[src/sv/rtt_pkg.sv]
`default_nettype none

package rtt_pkg;

  localparam int BOUND_W    = 33;
  localparam int KEY_W      = 32;
  localparam int KW_W       = 6;
  localparam int SPAN_W     = KEY_W + 1;
  localparam int IN_DATA_W  = 72;
  localparam int OUT_DATA_W = 64;

  typedef enum logic [2:0] {
    ST_IDLE,
    ST_CLAMP,
    ST_PREP,
    ST_RUN,
    ST_SEG2,
    ST_EMPTY
  } rtt_state_t;

  typedef struct packed {
    logic [BOUND_W-1:0] lo;
    logic [BOUND_W-1:0] hi;
    logic [KEY_W-1:0]   key_mask;
    logic               sgn;
    logic               empty;
  } rtt_clamp_t;

  typedef struct packed {
    logic [SPAN_W-1:0] cur_next;
    logic [SPAN_W-1:0] rem_next;
    logic [KEY_W-1:0]  entry_mask;
  } rtt_step_t;

  function automatic logic [SPAN_W-1:0] bit_rev(input logic [SPAN_W-1:0] x);
    logic [SPAN_W-1:0] r;
    for (int i = 0; i < SPAN_W; i++) begin
      r[i] = x[SPAN_W-1-i];
    end
    return r;
  endfunction

  function automatic logic [SPAN_W-1:0] lowest_one(input logic [SPAN_W-1:0] x);
    return x & (~x + {{(SPAN_W-1){1'b0}}, 1'b1});
  endfunction

endpackage

`default_nettype wire

[src/sv/rtt_clamp.sv]
`default_nettype none

module rtt_clamp #(
  parameter int MAX_KEY_WIDTH = 32
) (
  input  wire logic [rtt_pkg::BOUND_W-1:0] range_low,
  input  wire logic [rtt_pkg::BOUND_W-1:0] range_high,
  input  wire logic                        is_signed,
  input  wire logic [rtt_pkg::KW_W-1:0]    key_width,
  output rtt_pkg::rtt_clamp_t              clamp
);

  localparam logic [rtt_pkg::KW_W-1:0] MAX_W = rtt_pkg::KW_W'(MAX_KEY_WIDTH);
  localparam logic [rtt_pkg::KW_W-1:0] ONE_W = rtt_pkg::KW_W'(1);

  logic [rtt_pkg::KW_W-1:0]      w;
  logic [rtt_pkg::BOUND_W-1:0]   ones;
  logic [rtt_pkg::BOUND_W-1:0]   span_mask;
  logic [rtt_pkg::BOUND_W-1:0]   half_mask;
  logic signed [rtt_pkg::BOUND_W:0] kmin;
  logic signed [rtt_pkg::BOUND_W:0] kmax;
  logic signed [rtt_pkg::BOUND_W:0] lo_ext;
  logic signed [rtt_pkg::BOUND_W:0] hi_ext;
  logic signed [rtt_pkg::BOUND_W:0] lo_sat;
  logic signed [rtt_pkg::BOUND_W:0] hi_sat;

  always_comb begin
    if (key_width == '0) begin
      w = ONE_W;
    end else if (key_width > MAX_W) begin
      w = MAX_W;
    end else begin
      w = key_width;
    end
  end

  assign ones      = '1;
  assign span_mask = ~(ones << w);
  assign half_mask = ~(ones << (w - ONE_W));

  assign kmax = is_signed ? $signed({1'b0, half_mask}) : $signed({1'b0, span_mask});
  assign kmin = is_signed ? $signed(~{1'b0, half_mask}) : '0;

  assign lo_ext = $signed({range_low[rtt_pkg::BOUND_W-1], range_low});
  assign hi_ext = $signed({range_high[rtt_pkg::BOUND_W-1], range_high});

  always_comb begin
    if (lo_ext < kmin) begin
      lo_sat = kmin;
    end else if (lo_ext > kmax) begin
      lo_sat = kmax;
    end else begin
      lo_sat = lo_ext;
    end
    if (hi_ext < kmin) begin
      hi_sat = kmin;
    end else if (hi_ext > kmax) begin
      hi_sat = kmax;
    end else begin
      hi_sat = hi_ext;
    end
  end

  assign clamp.lo        = lo_sat[rtt_pkg::BOUND_W-1:0];
  assign clamp.hi        = hi_sat[rtt_pkg::BOUND_W-1:0];
  assign clamp.key_mask  = span_mask[rtt_pkg::KEY_W-1:0];
  assign clamp.sgn       = is_signed;
  assign clamp.empty     = hi_ext < lo_ext;

endmodule

`default_nettype wire

[src/sv/rtt_step.sv]
`default_nettype none

module rtt_step (
  input  wire logic [rtt_pkg::SPAN_W-1:0] cur,
  input  wire logic [rtt_pkg::SPAN_W-1:0] rem,
  input  wire logic [rtt_pkg::KEY_W-1:0]  key_mask,
  output rtt_pkg::rtt_step_t              step
);

  localparam logic [rtt_pkg::SPAN_W-1:0] ONE = rtt_pkg::SPAN_W'(1);

  logic [rtt_pkg::SPAN_W-1:0] neg_cur;
  logic [rtt_pkg::SPAN_W-1:0] align_bit;
  logic [rtt_pkg::SPAN_W-1:0] top_bit;
  logic [rtt_pkg::SPAN_W-1:0] stride;
  logic [rtt_pkg::SPAN_W-1:0] upper;
  logic                       fits;

  // The aligned block at cur is used when it fits in what is left;
  // otherwise the largest power of two within the remaining count is.
  assign neg_cur   = ~cur + ONE;
  assign align_bit = cur & neg_cur;
  assign fits      = |(rem & (cur | neg_cur));
  assign top_bit   = rtt_pkg::bit_rev(rtt_pkg::lowest_one(rtt_pkg::bit_rev(rem)));
  assign stride    = fits ? align_bit : top_bit;
  assign upper     = stride | (~stride + ONE);

  assign step.cur_next   = cur + stride;
  assign step.rem_next   = rem - stride;
  assign step.entry_mask = upper[rtt_pkg::KEY_W-1:0] & key_mask;

endmodule

`default_nettype wire

[src/sv/range_to_ternary_masks_top.sv]
`default_nettype none

// Covers one inclusive integer range with ternary value/mask entries, each the
// largest aligned power-of-two block that starts at the current value and fits.
// A request is taken only when the block is idle and is latched at acceptance.
// Bound saturation (CLAMP) and span preparation (PREP) then follow in turn; after
// that the single step unit produces one entry per cycle while the output
// accepts, up to 2*w entries for key width w (at most 64), with the SEG2 state
// between the two parts of a signed range that crosses zero. An inverted range
// yields one flagged entry from the EMPTY state that follows saturation. Output
// stalls hold the step unit, and each entry is registered and appears in the
// cycle after it is computed.
module range_to_ternary_masks_top #(
  parameter int MAX_KEY_WIDTH = 32
) (
  input  wire logic                           clk,
  input  wire logic                           rst,
  input  wire logic                           s_tvalid,
  output logic                                s_tready,
  // range_low[32:0], range_high[65:33], key_width[71:66]
  input  wire logic [rtt_pkg::IN_DATA_W-1:0]  s_tdata,
  // is_signed[0]
  input  wire logic [0:0]                     s_tuser,
  output logic                                m_tvalid,
  input  wire logic                           m_tready,
  // match_value[31:0], match_mask[63:32]
  output logic [rtt_pkg::OUT_DATA_W-1:0]      m_tdata,
  output logic                                m_tlast,
  // empty_range[0]
  output logic [0:0]                          m_tuser
);

  localparam int KW_LO = 2 * rtt_pkg::BOUND_W;
  localparam logic [rtt_pkg::SPAN_W-1:0] ONE = rtt_pkg::SPAN_W'(1);

  rtt_pkg::rtt_state_t state;
  rtt_pkg::rtt_state_t state_next;

  logic [rtt_pkg::BOUND_W-1:0] in_low;
  logic [rtt_pkg::BOUND_W-1:0] in_high;
  logic                        in_sgn;
  logic [rtt_pkg::KW_W-1:0]    in_kw;

  rtt_pkg::rtt_clamp_t clamp_d;
  rtt_pkg::rtt_clamp_t clamp_q;
  rtt_pkg::rtt_step_t  step;

  logic [rtt_pkg::SPAN_W-1:0] cur;
  logic [rtt_pkg::SPAN_W-1:0] rem;
  logic                       second;

  logic [rtt_pkg::KEY_W-1:0]  lo_pat;
  logic [rtt_pkg::KEY_W-1:0]  hi_pat;
  logic [rtt_pkg::SPAN_W-1:0] prep_rem;
  logic [rtt_pkg::SPAN_W-1:0] seg2_rem;
  logic                       crossing;
  logic                       run_done;

  logic                       slot_free;
  logic                       emit_run;
  logic                       emit_empty;

  logic                       out_valid;
  logic [rtt_pkg::KEY_W-1:0]  out_value;
  logic [rtt_pkg::KEY_W-1:0]  out_mask;
  logic                       out_last;
  logic                       out_empty;

  rtt_clamp #(
    .MAX_KEY_WIDTH(MAX_KEY_WIDTH)
  ) u_clamp (
    .range_low (in_low),
    .range_high(in_high),
    .is_signed (in_sgn),
    .key_width (in_kw),
    .clamp     (clamp_d)
  );

  rtt_step u_step (
    .cur     (cur),
    .rem     (rem),
    .key_mask(clamp_q.key_mask),
    .step    (step)
  );

  assign lo_pat   = clamp_q.lo[rtt_pkg::KEY_W-1:0] & clamp_q.key_mask;
  assign crossing = clamp_q.sgn && clamp_q.lo[rtt_pkg::BOUND_W-1]
                    && !clamp_q.hi[rtt_pkg::BOUND_W-1];
  assign hi_pat   = crossing ? clamp_q.key_mask
                             : (clamp_q.hi[rtt_pkg::KEY_W-1:0] & clamp_q.key_mask);
  assign prep_rem = {1'b0, hi_pat} - {1'b0, lo_pat} + ONE;
  assign seg2_rem = {1'b0, clamp_q.hi[rtt_pkg::KEY_W-1:0]} + ONE;
  assign run_done = step.rem_next == '0;

  always_comb begin
    state_next = state;
    unique case (state)
      rtt_pkg::ST_IDLE: begin
        if (s_tvalid) begin
          state_next = rtt_pkg::ST_CLAMP;
        end
      end
      rtt_pkg::ST_CLAMP: begin
        state_next = clamp_d.empty ? rtt_pkg::ST_EMPTY : rtt_pkg::ST_PREP;
      end
      rtt_pkg::ST_PREP: begin
        state_next = rtt_pkg::ST_RUN;
      end
      rtt_pkg::ST_RUN: begin
        if (slot_free && run_done) begin
          state_next = second ? rtt_pkg::ST_SEG2 : rtt_pkg::ST_IDLE;
        end
      end
      rtt_pkg::ST_SEG2: begin
        state_next = rtt_pkg::ST_RUN;
      end
      rtt_pkg::ST_EMPTY: begin
        if (slot_free) begin
          state_next = rtt_pkg::ST_IDLE;
        end
      end
      default: begin
        state_next = rtt_pkg::ST_IDLE;
      end
    endcase
  end

  always_comb begin
    s_tready   = state == rtt_pkg::ST_IDLE;
    slot_free  = !out_valid || m_tready;
    emit_run   = (state == rtt_pkg::ST_RUN) && slot_free;
    emit_empty = (state == rtt_pkg::ST_EMPTY) && slot_free;
  end

  always_ff @(posedge clk) begin
    if (rst) begin
      state <= rtt_pkg::ST_IDLE;
    end else begin
      state <= state_next;
    end
  end

  always_ff @(posedge clk) begin
    if (s_tvalid && s_tready) begin
      in_low  <= s_tdata[rtt_pkg::BOUND_W-1:0];
      in_high <= s_tdata[KW_LO-1:rtt_pkg::BOUND_W];
      in_kw   <= s_tdata[KW_LO+rtt_pkg::KW_W-1:KW_LO];
      in_sgn  <= s_tuser[0];
    end
    if (state == rtt_pkg::ST_CLAMP) begin
      clamp_q <= clamp_d;
    end
    if (state == rtt_pkg::ST_PREP) begin
      cur    <= {1'b0, lo_pat};
      rem    <= prep_rem;
      second <= crossing;
    end else if (state == rtt_pkg::ST_SEG2) begin
      cur    <= '0;
      rem    <= seg2_rem;
      second <= 1'b0;
    end else if (emit_run) begin
      cur <= step.cur_next;
      rem <= step.rem_next;
    end
  end

  always_ff @(posedge clk) begin
    if (rst) begin
      out_valid <= 1'b0;
    end else if (emit_run || emit_empty) begin
      out_valid <= 1'b1;
    end else if (m_tready) begin
      out_valid <= 1'b0;
    end
  end

  always_ff @(posedge clk) begin
    if (emit_run) begin
      out_value <= cur[rtt_pkg::KEY_W-1:0];
      out_mask  <= step.entry_mask;
      out_last  <= run_done && !second;
      out_empty <= 1'b0;
    end else if (emit_empty) begin
      out_value <= '0;
      out_mask  <= '0;
      out_last  <= 1'b1;
      out_empty <= 1'b1;
    end
  end

  assign m_tvalid   = out_valid;
  assign m_tdata    = {out_mask, out_value};
  assign m_tlast    = out_last;
  assign m_tuser[0] = out_empty;

endmodule

`default_nettype wire
[config.mk]
export PLATFORM = sky130hd
export DESIGN_NAME = range_to_ternary_masks_top
export DESIGN_NICKNAME = d
export VERILOG_FILES = /design/src/sv/rtt_pkg.sv /design/src/sv/rtt_clamp.sv /design/src/sv/rtt_step.sv /design/src/sv/range_to_ternary_masks_top.sv
export SDC_FILE = /design/constraint.sdc
export NUM_CORES = 1
export LEC_CHECK = 0
export CAP_MARGIN = 15
export CORE_ASPECT_RATIO = 0.75
export CORE_MARGIN = 5
export CORE_UTILIZATION = 40
export DETAILED_ROUTE_END_ITERATION = 8
export DONT_BUFFER_PORTS = 1
export PLACE_DENSITY_LB_ADDON = 0.1
export SLEW_MARGIN = 10
export SYNTH_ARGS = -nofsm -noshare
export SYNTH_HDL_FRONTEND = slang
export SYNTH_SLANG_ARGS = --single-unit
[constraint.sdc]
create_clock -name clk -period 15.3 [get_ports clk]
set_input_delay 1.53 -clock clk [delete_from_list [all_inputs] [get_ports clk]]
set_output_delay 1.53 -clock clk [all_outputs]
set_load 0.005 [all_outputs]
Word-level counts from Yosys, hierarchy flattened. Index checks and enable logic that the tools add are counted.

Order comparisons: 6. Shift operators: 2. Equal/unequal tests: 8. Muxes and demuxes: 31. Add/subtract/negate cells: 9. Reductions and logical operators: 22. Bitwise logic cells: 14.

Operator list (count): $mux 33 (9); $mux 32 (7); $not 33->33 (4); $add 33x1->33 const B (3); $and 33x33->33 (3); $and 32x32->32 (3); $gt 33x34->1 (2); $lt 33x34->1 (2); $shl 33x6->33 const A (2); $mux 34 (1); $not 33->34 (1); $add 32x1->33 const B (1); $add 33x33->33 (1); $logic_not 33->1 (1); $lt 33x33->1 (1); $or 33x33->33 (1); $reduce_or 33->1 (1); $sub 32x32->33 (1); $sub 33x33->33 (1); $add 32x1->32 const B (1); $not 32->32 (1); $or 32x32->32 (1); $mux 3 (5); $pmux 3 s5 (1); 17 further kinds (38).

Register bits after elaboration: 309. Output and inout bits: 68. Logic and storage cells: 110.

Logic depth before layout (Yosys ltp).
Depth after elaboration: 11. Depth in mapped cells: 36.

Modules after synthesis. A second synthesis with hierarchy kept.

Cell total of the unflattened synthesis: 2908. Area, all modules: 27093.5 sq um.

Modules (own cells, without submodules): range_to_ternary_masks_top (times used 1, cells each 1051, area an instance 14099.8 sq um, seq. area each 9218.8 sq um); rtt_clamp (times used 1, cells each 1001, area an instance 7429.6 sq um, seq. area each 0.0 sq um); rtt_step (times used 1, cells each 856, area an instance 5564.1 sq um, seq. area each 0.0 sq um).

Least setup slack after synthesis. OpenSTA, ideal clock, no wires.

Path type: reg-to-reg. Start: reg cur[26] (netlist name). End: reg state[0]. Stages on the path, launching flop included: 33. Data required time: 15.181 ns. Period minus slack after synthesis: 7.657 ns. Path buffers: 7. Arrival time: 7.538 ns. Setup slack: 7.643 ns. Cells stage by stage: edfxtp_1 or4_1 or3_4 nand2b_4 o41ai_1 and4_1 buf_2 nand3_2 buf_2 buf_2 buf_2 buf_1 clkbuf_1 clkbuf_1 o41ai_1 ha_1 inv_1 a21oi_1 a21oi_1 o22ai_1 a21oi_1 nand3_1 mux2i_1 a221oi_2 a221oi_1 or4_1 nand3_1 a31oi_1 or2_1 a311oi_1 nand2_1 or4_4 o221a_1.

Cells in the longest elaborated chain, start to end: 11. Elaborated cells between the ends (all ways): 12. Classes of those cells: 2 x add/sub; 1 x eq/ne; 1 x mux; 4 x bitwise; 4 x reduce/logical.

Ends and longest elaborated chain: start: declaration (RTL line range_to_ternary_masks_top.sv:48) `logic [rtt_pkg::SPAN_W-1:0] cur;`; start signal: assignment (RTL line range_to_ternary_masks_top.sv:154) `cur <= {1'b0, lo_pat};`; start signal: assignment (RTL line range_to_ternary_masks_top.sv:162) `cur <= step.cur_next;`; $not 33->33 (RTL line rtt_step.sv:21) `assign neg_cur = ~cur + ONE;`; $add 33x1->33 (RTL line rtt_step.sv:21); $or 33x33->33 (RTL line rtt_step.sv:23) `assign fits = |(rem & (cur | neg_cur));`; $and 33x33->33 (RTL line rtt_step.sv:23); $reduce_or 33->1 (RTL line rtt_step.sv:23); $mux 33 (*) (RTL line rtt_step.sv:25) `assign stride = fits ? align_bit : top_bit;`; $sub 33x33->33 (*) (RTL line rtt_step.sv:29) `assign step.rem_next = rem - stride;`; $logic_not 33->1 (*) (RTL line range_to_ternary_masks_top.sv:93) `assign run_done = step.rem_next == '0;`; $logic_and 1x1->1 (*) (RTL line range_to_ternary_masks_top.sv:110) `if (slot_free && run_done) begin`; $ne 2x2->1 (no line) (*); $reduce_and 3->1 (no line) (*); end signal: assignment (RTL line range_to_ternary_masks_top.sv:137) `state <= rtt_pkg::ST_IDLE;`; end signal: assignment (RTL line range_to_ternary_masks_top.sv:139) `state <= state_next;`; end: declaration (RTL line range_to_ternary_masks_top.sv:36) `rtt_pkg::rtt_state_t state;`.

Mark *: on every way between the ends. The rest lies on a longest branch, timed or not. A chain may end at the register's enable or synchronous reset.

Worst setup path after layout.
Start: reg cur[5] (netlist name). End: reg state[0].

Same word-level chain as after synthesis.

==> flow_summary.rst <==
.. list-table::
   :header-rows: 1

   * - Metric
     - Value
   * - Result of the run
     - completed
   * - Total negative slack for setup checks
     - 0 ns
   * - Power per cell area
     - about 210 nW/µm²
   * - Worst-case setup slack after placement
     - 6.309 ns
   * - CTS Buffer Depth
     - 3
   * - Data required, critical path
     - roughly 16 ns
   * - Portion of the post-synthesis area used by sequential elements
     - 36.15%
   * - Via count
     - around 21k
   * - Post-cts repair resize count
     - 0
   * - Final setup fails
     - 0
   * - Filler Cells Inserted
     - 6198
   * - Max stage delay cell, worst path
     - sky130_fd_sc_hd__o41ai_1
   * - Crit start category
     - flip-flop
   * - Pin count of the biggest net entering global routing
     - 79
   * - Slew at the pin with the worst max-slew slack
     - between 1 and 1.5 ns
   * - Die height
     - between 200 and 250 µm
   * - Net total in the final layout
     - 3008
   * - Maximum level of the CTS H-tree
     - 2
   * - Area used by sequential logic in the layout
     - between 9000 and 10000 µm²
   * - Number of I/O pins
     - ~150
   * - Antenna violations before repair
     - 1
   * - Final Routed Wirelength
     - just under 90000 µm
   * - Count of different cell masters after synthesis
     - 96
   * - Count of clock tree sinks
     - around 300
   * - Design area
     - around 28000 µm²
   * - Mean post-synth cell area
     - roughly 9.5 µm²
   * - Number of cells after detailed placement
     - about 3.5k
   * - Async SR Flop Fraction
     - 0%
   * - Worst IR drop on VDD
     - 0.1839 mV
   * - Overall Power
     - between 0.005 and 0.006 W
   * - Number of maximum-capacitance constraint violations
     - 0
   * - Post-layout min period
     - approximately 9.3 ns
   * - Post-Syn Nets
     - roughly 3k
   * - Worst hold path cell count
     - 2
   * - Fraction of post-synthesis cell area in the top cell type by area
     - a little over a third
   * - Headroom to the max-slew limit
     - between 20 and 25%
   * - First-pass iteration count of the detailed router
     - 5
   * - Last weighted congestion value of the routability-driven placer
     - 0.9408
   * - Area grow syn2layout
     - 8.930%
   * - Leakage power total
     - around 11 nW
   * - Clock insertion delay at the later pin of the skew report
     - 0.57 ns
   * - Worst setup margin
     - slightly above 6 ns
   * - Starting Density
     - 40.25%
   * - Area of the die
     - ~69000 µm²
   * - First-pass GRT wire length
     - roughly 130000 µm
   * - TritonCTS buffer count
     - 38
   * - CTS tree
     - done
   * - Clock skew
     - 0.02071 ns
   * - Number of nets still failing antenna checks after routing
     - 0
   * - Synth Register Bits
     - 309
   * - Hold buffers post-CTS
     - 0
   * - Drt drc
     - 0
   * - Setup repair after global routing missed its margin
     - false
   * - Post-synth EDFFs
     - a little over 300
   * - Area of the placeable core
     - between 60000 and 70000 µm²
   * - CP delay by family, top
     - simple AND/OR/NAND/NOR gates
   * - Cell type with the largest total area after synthesis
     - sky130_fd_sc_hd__edfxtp_1
   * - FF-to-FF path depth
     - 26
   * - Number of standard cells in the final layout excluding fillers
     - ~3.5k
   * - Stages on the worst setup path
     - 26
   * - Die extent in x
     - 301.6 µm
   * - Synthesized area
     - between 20000 and 30000 µm²
   * - Final number of hold-violating endpoints
     - 0
   * - Most area-consuming cells after synthesis
     - sky130_fd_sc_hd__edfxtp_1 (36%), sky130_fd_sc_hd__ha_1 (14%), sky130_fd_sc_hd__mux2i_1 (5.6%), sky130_fd_sc_hd__nand2_1 (3.3%), sky130_fd_sc_hd__o21ai_0 (2.7%)
   * - Clock-pin slew on the worst setup and hold paths
     - 0.06 ns
   * - Area occupied by multi-input gates
     - between 15000 and 20000 µm²
   * - Part of the cycle the worst path needs
     - about 61%
   * - Pins Over Slew Limit
     - 0
   * - Total half-perimeter wirelength after legalization and detailed placement
     - roughly 70000 µm
   * - All-Layer GR Usage
     - 24.36%
   * - Worst stage delay on the critical path
     - approximately 0.79 ns
   * - Max Fclk
     - 0.1079 GHz
   * - Detailed Route Iter0 Violations
     - between 2k and 2.5k
   * - Most numerous cell on the critical path
     - sky130_fd_sc_hd__a21oi_1
   * - Number of I/O port buffers
     - 0
   * - Total congestion overflow after global routing
     - 0
   * - Share of final-layout standard cells stronger than drive strength 1
     - under 10%
   * - Vias in the first global route
     - a little over 20k
   * - Critical path buffers and inverters
     - 2
   * - Routed length per instance
     - ~25 µm
   * - Yosys Warn Count
     - 0
   * - Row count
     - 80
   * - Crit Path Category
     - flip-flop to flip-flop
   * - Placed cell area
     - 26450 µm²
   * - CTS Root Buffer Type
     - sky130_fd_sc_hd__clkbuf_16
   * - Routed vias/inst
     - roughly 6.0
   * - Class of the worst hold path
     - flip-flop to flip-flop
   * - Biggest fanout along the worst timing path
     - 39
   * - Gate count of the mapped netlist
     - about 2.7k
   * - Capturing element type of the critical path
     - flip-flop
   * - Post-CTS setup buffers
     - 0
   * - Arrival @ worst endpoint
     - 9.72 ns
   * - Dominant register cell in the synthesized netlist
     - sky130_fd_sc_hd__edfxtp_1
==> final cells by class <==
cell class	count	area share, %
Sequential cell	309	33.19
Inverter	151	2.040
Clock buffer	42	3.590
Clock inverter	28	1.158
Timing Repair Buffer	30	0.8108
Multi-Input combinational cell	2124	55.32
Antenna cell	2	0.01802
Tap cell	861	3.878
==> synth_stat cells, drive strengths merged (23+ instances only) <==
| cell | instances |
|---|---|
| o21a | 74 |
| a21o | 81 |
| inv | 150 |
| a21oi | 134 |
| nor4 | 27 |
| mux2i | 142 |
| clkbuf | 90 |
| and2 | 49 |
| nand4 | 39 |
| a211oi | 23 |
| edfxtp | 303 |
| nor2 | 164 |
| o31ai | 28 |
| xnor2 | 61 |
| nor3 | 62 |
| or3 | 26 |
| and3 | 42 |
| nand2 | 224 |
| nand2b | 39 |
| a31oi | 29 |
| ha | 276 |
| o211ai | 40 |
| o21ai | 144 |
| xor2 | 52 |
| nand3 | 84 |
| nor2b | 30 |
| o22ai | 31 |
==> worst register-to-register path: stages, from the launching register on <==
cell	delay, ns
sky130_fd_sc_hd__edfxtp_1	0.53
sky130_fd_sc_hd__nor4_1	0.55
sky130_fd_sc_hd__and3_1	0.51
sky130_fd_sc_hd__nand3_1	0.36
sky130_fd_sc_hd__o41ai_1	0.59
sky130_fd_sc_hd__and4_1	0.27
sky130_fd_sc_hd__buf_4	0.20
sky130_fd_sc_hd__nand3_2	0.69
sky130_fd_sc_hd__o41ai_1	0.81
sky130_fd_sc_hd__ha_1	0.28
sky130_fd_sc_hd__inv_1	0.10
sky130_fd_sc_hd__a21oi_1	0.15
sky130_fd_sc_hd__a21oi_1	0.05
sky130_fd_sc_hd__o22ai_1	0.13
sky130_fd_sc_hd__a21oi_1	0.12
sky130_fd_sc_hd__nand3_1	0.09
sky130_fd_sc_hd__mux2i_1	0.10
sky130_fd_sc_hd__a221oi_2	0.52
sky130_fd_sc_hd__a221oi_1	0.20
sky130_fd_sc_hd__or4_1	0.70
sky130_fd_sc_hd__nand2_1	0.18
sky130_fd_sc_hd__xnor2_1	0.12
sky130_fd_sc_hd__or3_1	0.34
sky130_fd_sc_hd__nor4_1	0.47
sky130_fd_sc_hd__nand4_1	0.32
sky130_fd_sc_hd__or4_4	0.51
sky130_fd_sc_hd__o221a_1	0.27
==> path summary, 6_finish.rpt <==
check                           startpoint  slack, ns  endpoint
worst max-delay path                cur[5]       6.03  state[0]
worst min register to register     m_tuser       0.52   m_tuser
worst min-delay path               m_tuser       0.52   m_tuser
worst max register to register      cur[5]       6.03  state[0]
==> per-layer routing <==
| metal | vias up | global-route usage, % | wire [µm] |
|---|---|---|---|
| met1 | 10430 | 35.83 | 40990 |
| met3 | 104 | 4.662 | 6299 |
| met4 | 0 | 6.789 | 2474 |
| li1 | 10130 | - | - |
| met2 | 754 | 36.60 | 37420 |
| met5 | - | 0 | 0 |
==> through the flow <==
step / hold WS [ns] / utilization, %
floorplan: 0.4502 / -
global placement: 0.4977 / 41.75
detailed placement: 0.5146 / 41.75
CTS: 0.5268 / 43.83
global route: 0.5589 / 43.83
finish: 0.5214 / 43.84
==> cells in the final DEF (no fill, tap or decap), types with 7 or more instances in the layout <==
cell / netlist / routed
sky130_fd_sc_hd__clkinv_2: 0 / 7
sky130_fd_sc_hd__nor4_1: 25 / 24
sky130_fd_sc_hd__nand4_1: 39 / 39
sky130_fd_sc_hd__nor2_1: 164 / 159
sky130_fd_sc_hd__buf_4: 2 / 30
sky130_fd_sc_hd__ha_1: 276 / 276
sky130_fd_sc_hd__maj3_1: 7 / 7
sky130_fd_sc_hd__nor3_1: 61 / 61
sky130_fd_sc_hd__nand2b_1: 38 / 38
sky130_fd_sc_hd__o211a_1: 7 / 7
sky130_fd_sc_hd__o21ai_0: 139 / 138
sky130_fd_sc_hd__and3_1: 42 / 42
sky130_fd_sc_hd__nand2_1: 223 / 223
sky130_fd_sc_hd__nand3b_1: 10 / 10
sky130_fd_sc_hd__a211oi_1: 23 / 23
sky130_fd_sc_hd__xnor2_1: 61 / 61
sky130_fd_sc_hd__clkbuf_16: 0 / 39
sky130_fd_sc_hd__and4_1: 13 / 13
sky130_fd_sc_hd__a21boi_0: 11 / 11
sky130_fd_sc_hd__a31oi_1: 29 / 29
sky130_fd_sc_hd__a21oi_1: 134 / 132
sky130_fd_sc_hd__and2_1: 49 / 48
sky130_fd_sc_hd__nand3_1: 82 / 82
sky130_fd_sc_hd__o41ai_1: 8 / 8
sky130_fd_sc_hd__a21o_1: 81 / 81
sky130_fd_sc_hd__edfxtp_1: 303 / 303
sky130_fd_sc_hd__o21bai_1: 9 / 9
sky130_fd_sc_hd__inv_1: 149 / 149
sky130_fd_sc_hd__mux2i_1: 142 / 142
sky130_fd_sc_hd__o22ai_1: 31 / 31
sky130_fd_sc_hd__o31ai_1: 28 / 28
sky130_fd_sc_hd__xor2_1: 52 / 52
sky130_fd_sc_hd__or3_1: 25 / 25
sky130_fd_sc_hd__a31o_2: 15 / 15
sky130_fd_sc_hd__or4_1: 14 / 14
sky130_fd_sc_hd__o211ai_1: 40 / 40
sky130_fd_sc_hd__o21a_1: 74 / 73
sky130_fd_sc_hd__nor2b_1: 30 / 30
sky130_fd_sc_hd__or2_2: 13 / 13
==> sequential cells by signal, indices dropped and copies added, names as in the netlist <==
name	count
clamp_q	99
cur	33
in_high	33
in_low	33
rem	33
out_mask	32
out_value	32
in_kw	6
state	3
in_sgn	1
m_tlast	1
m_tuser	1
m_tvalid	1
second	1
==> power by group <==
group	switching (W)	internal (W)
combinational	0.00196	0.00122
clock	0.000402	0.000563
sequential	0.000378	0.00139
total	0.00274	0.00317
==> logic make-up after synthesis <==
family                   after synthesis  share of synthesized area, %
AO/OA/AOI/OAI                        728                         19.36
flip-flops                           309                         36.15
adder cells (fa/ha/maj)              284                         13.90
XOR/XNOR                             113                         3.881
buffers and inverters                259                         3.896
multiplexers                         146                         5.750
AND/OR/NAND/NOR                      853                         17.07
(Power assumes the default switching activity.)
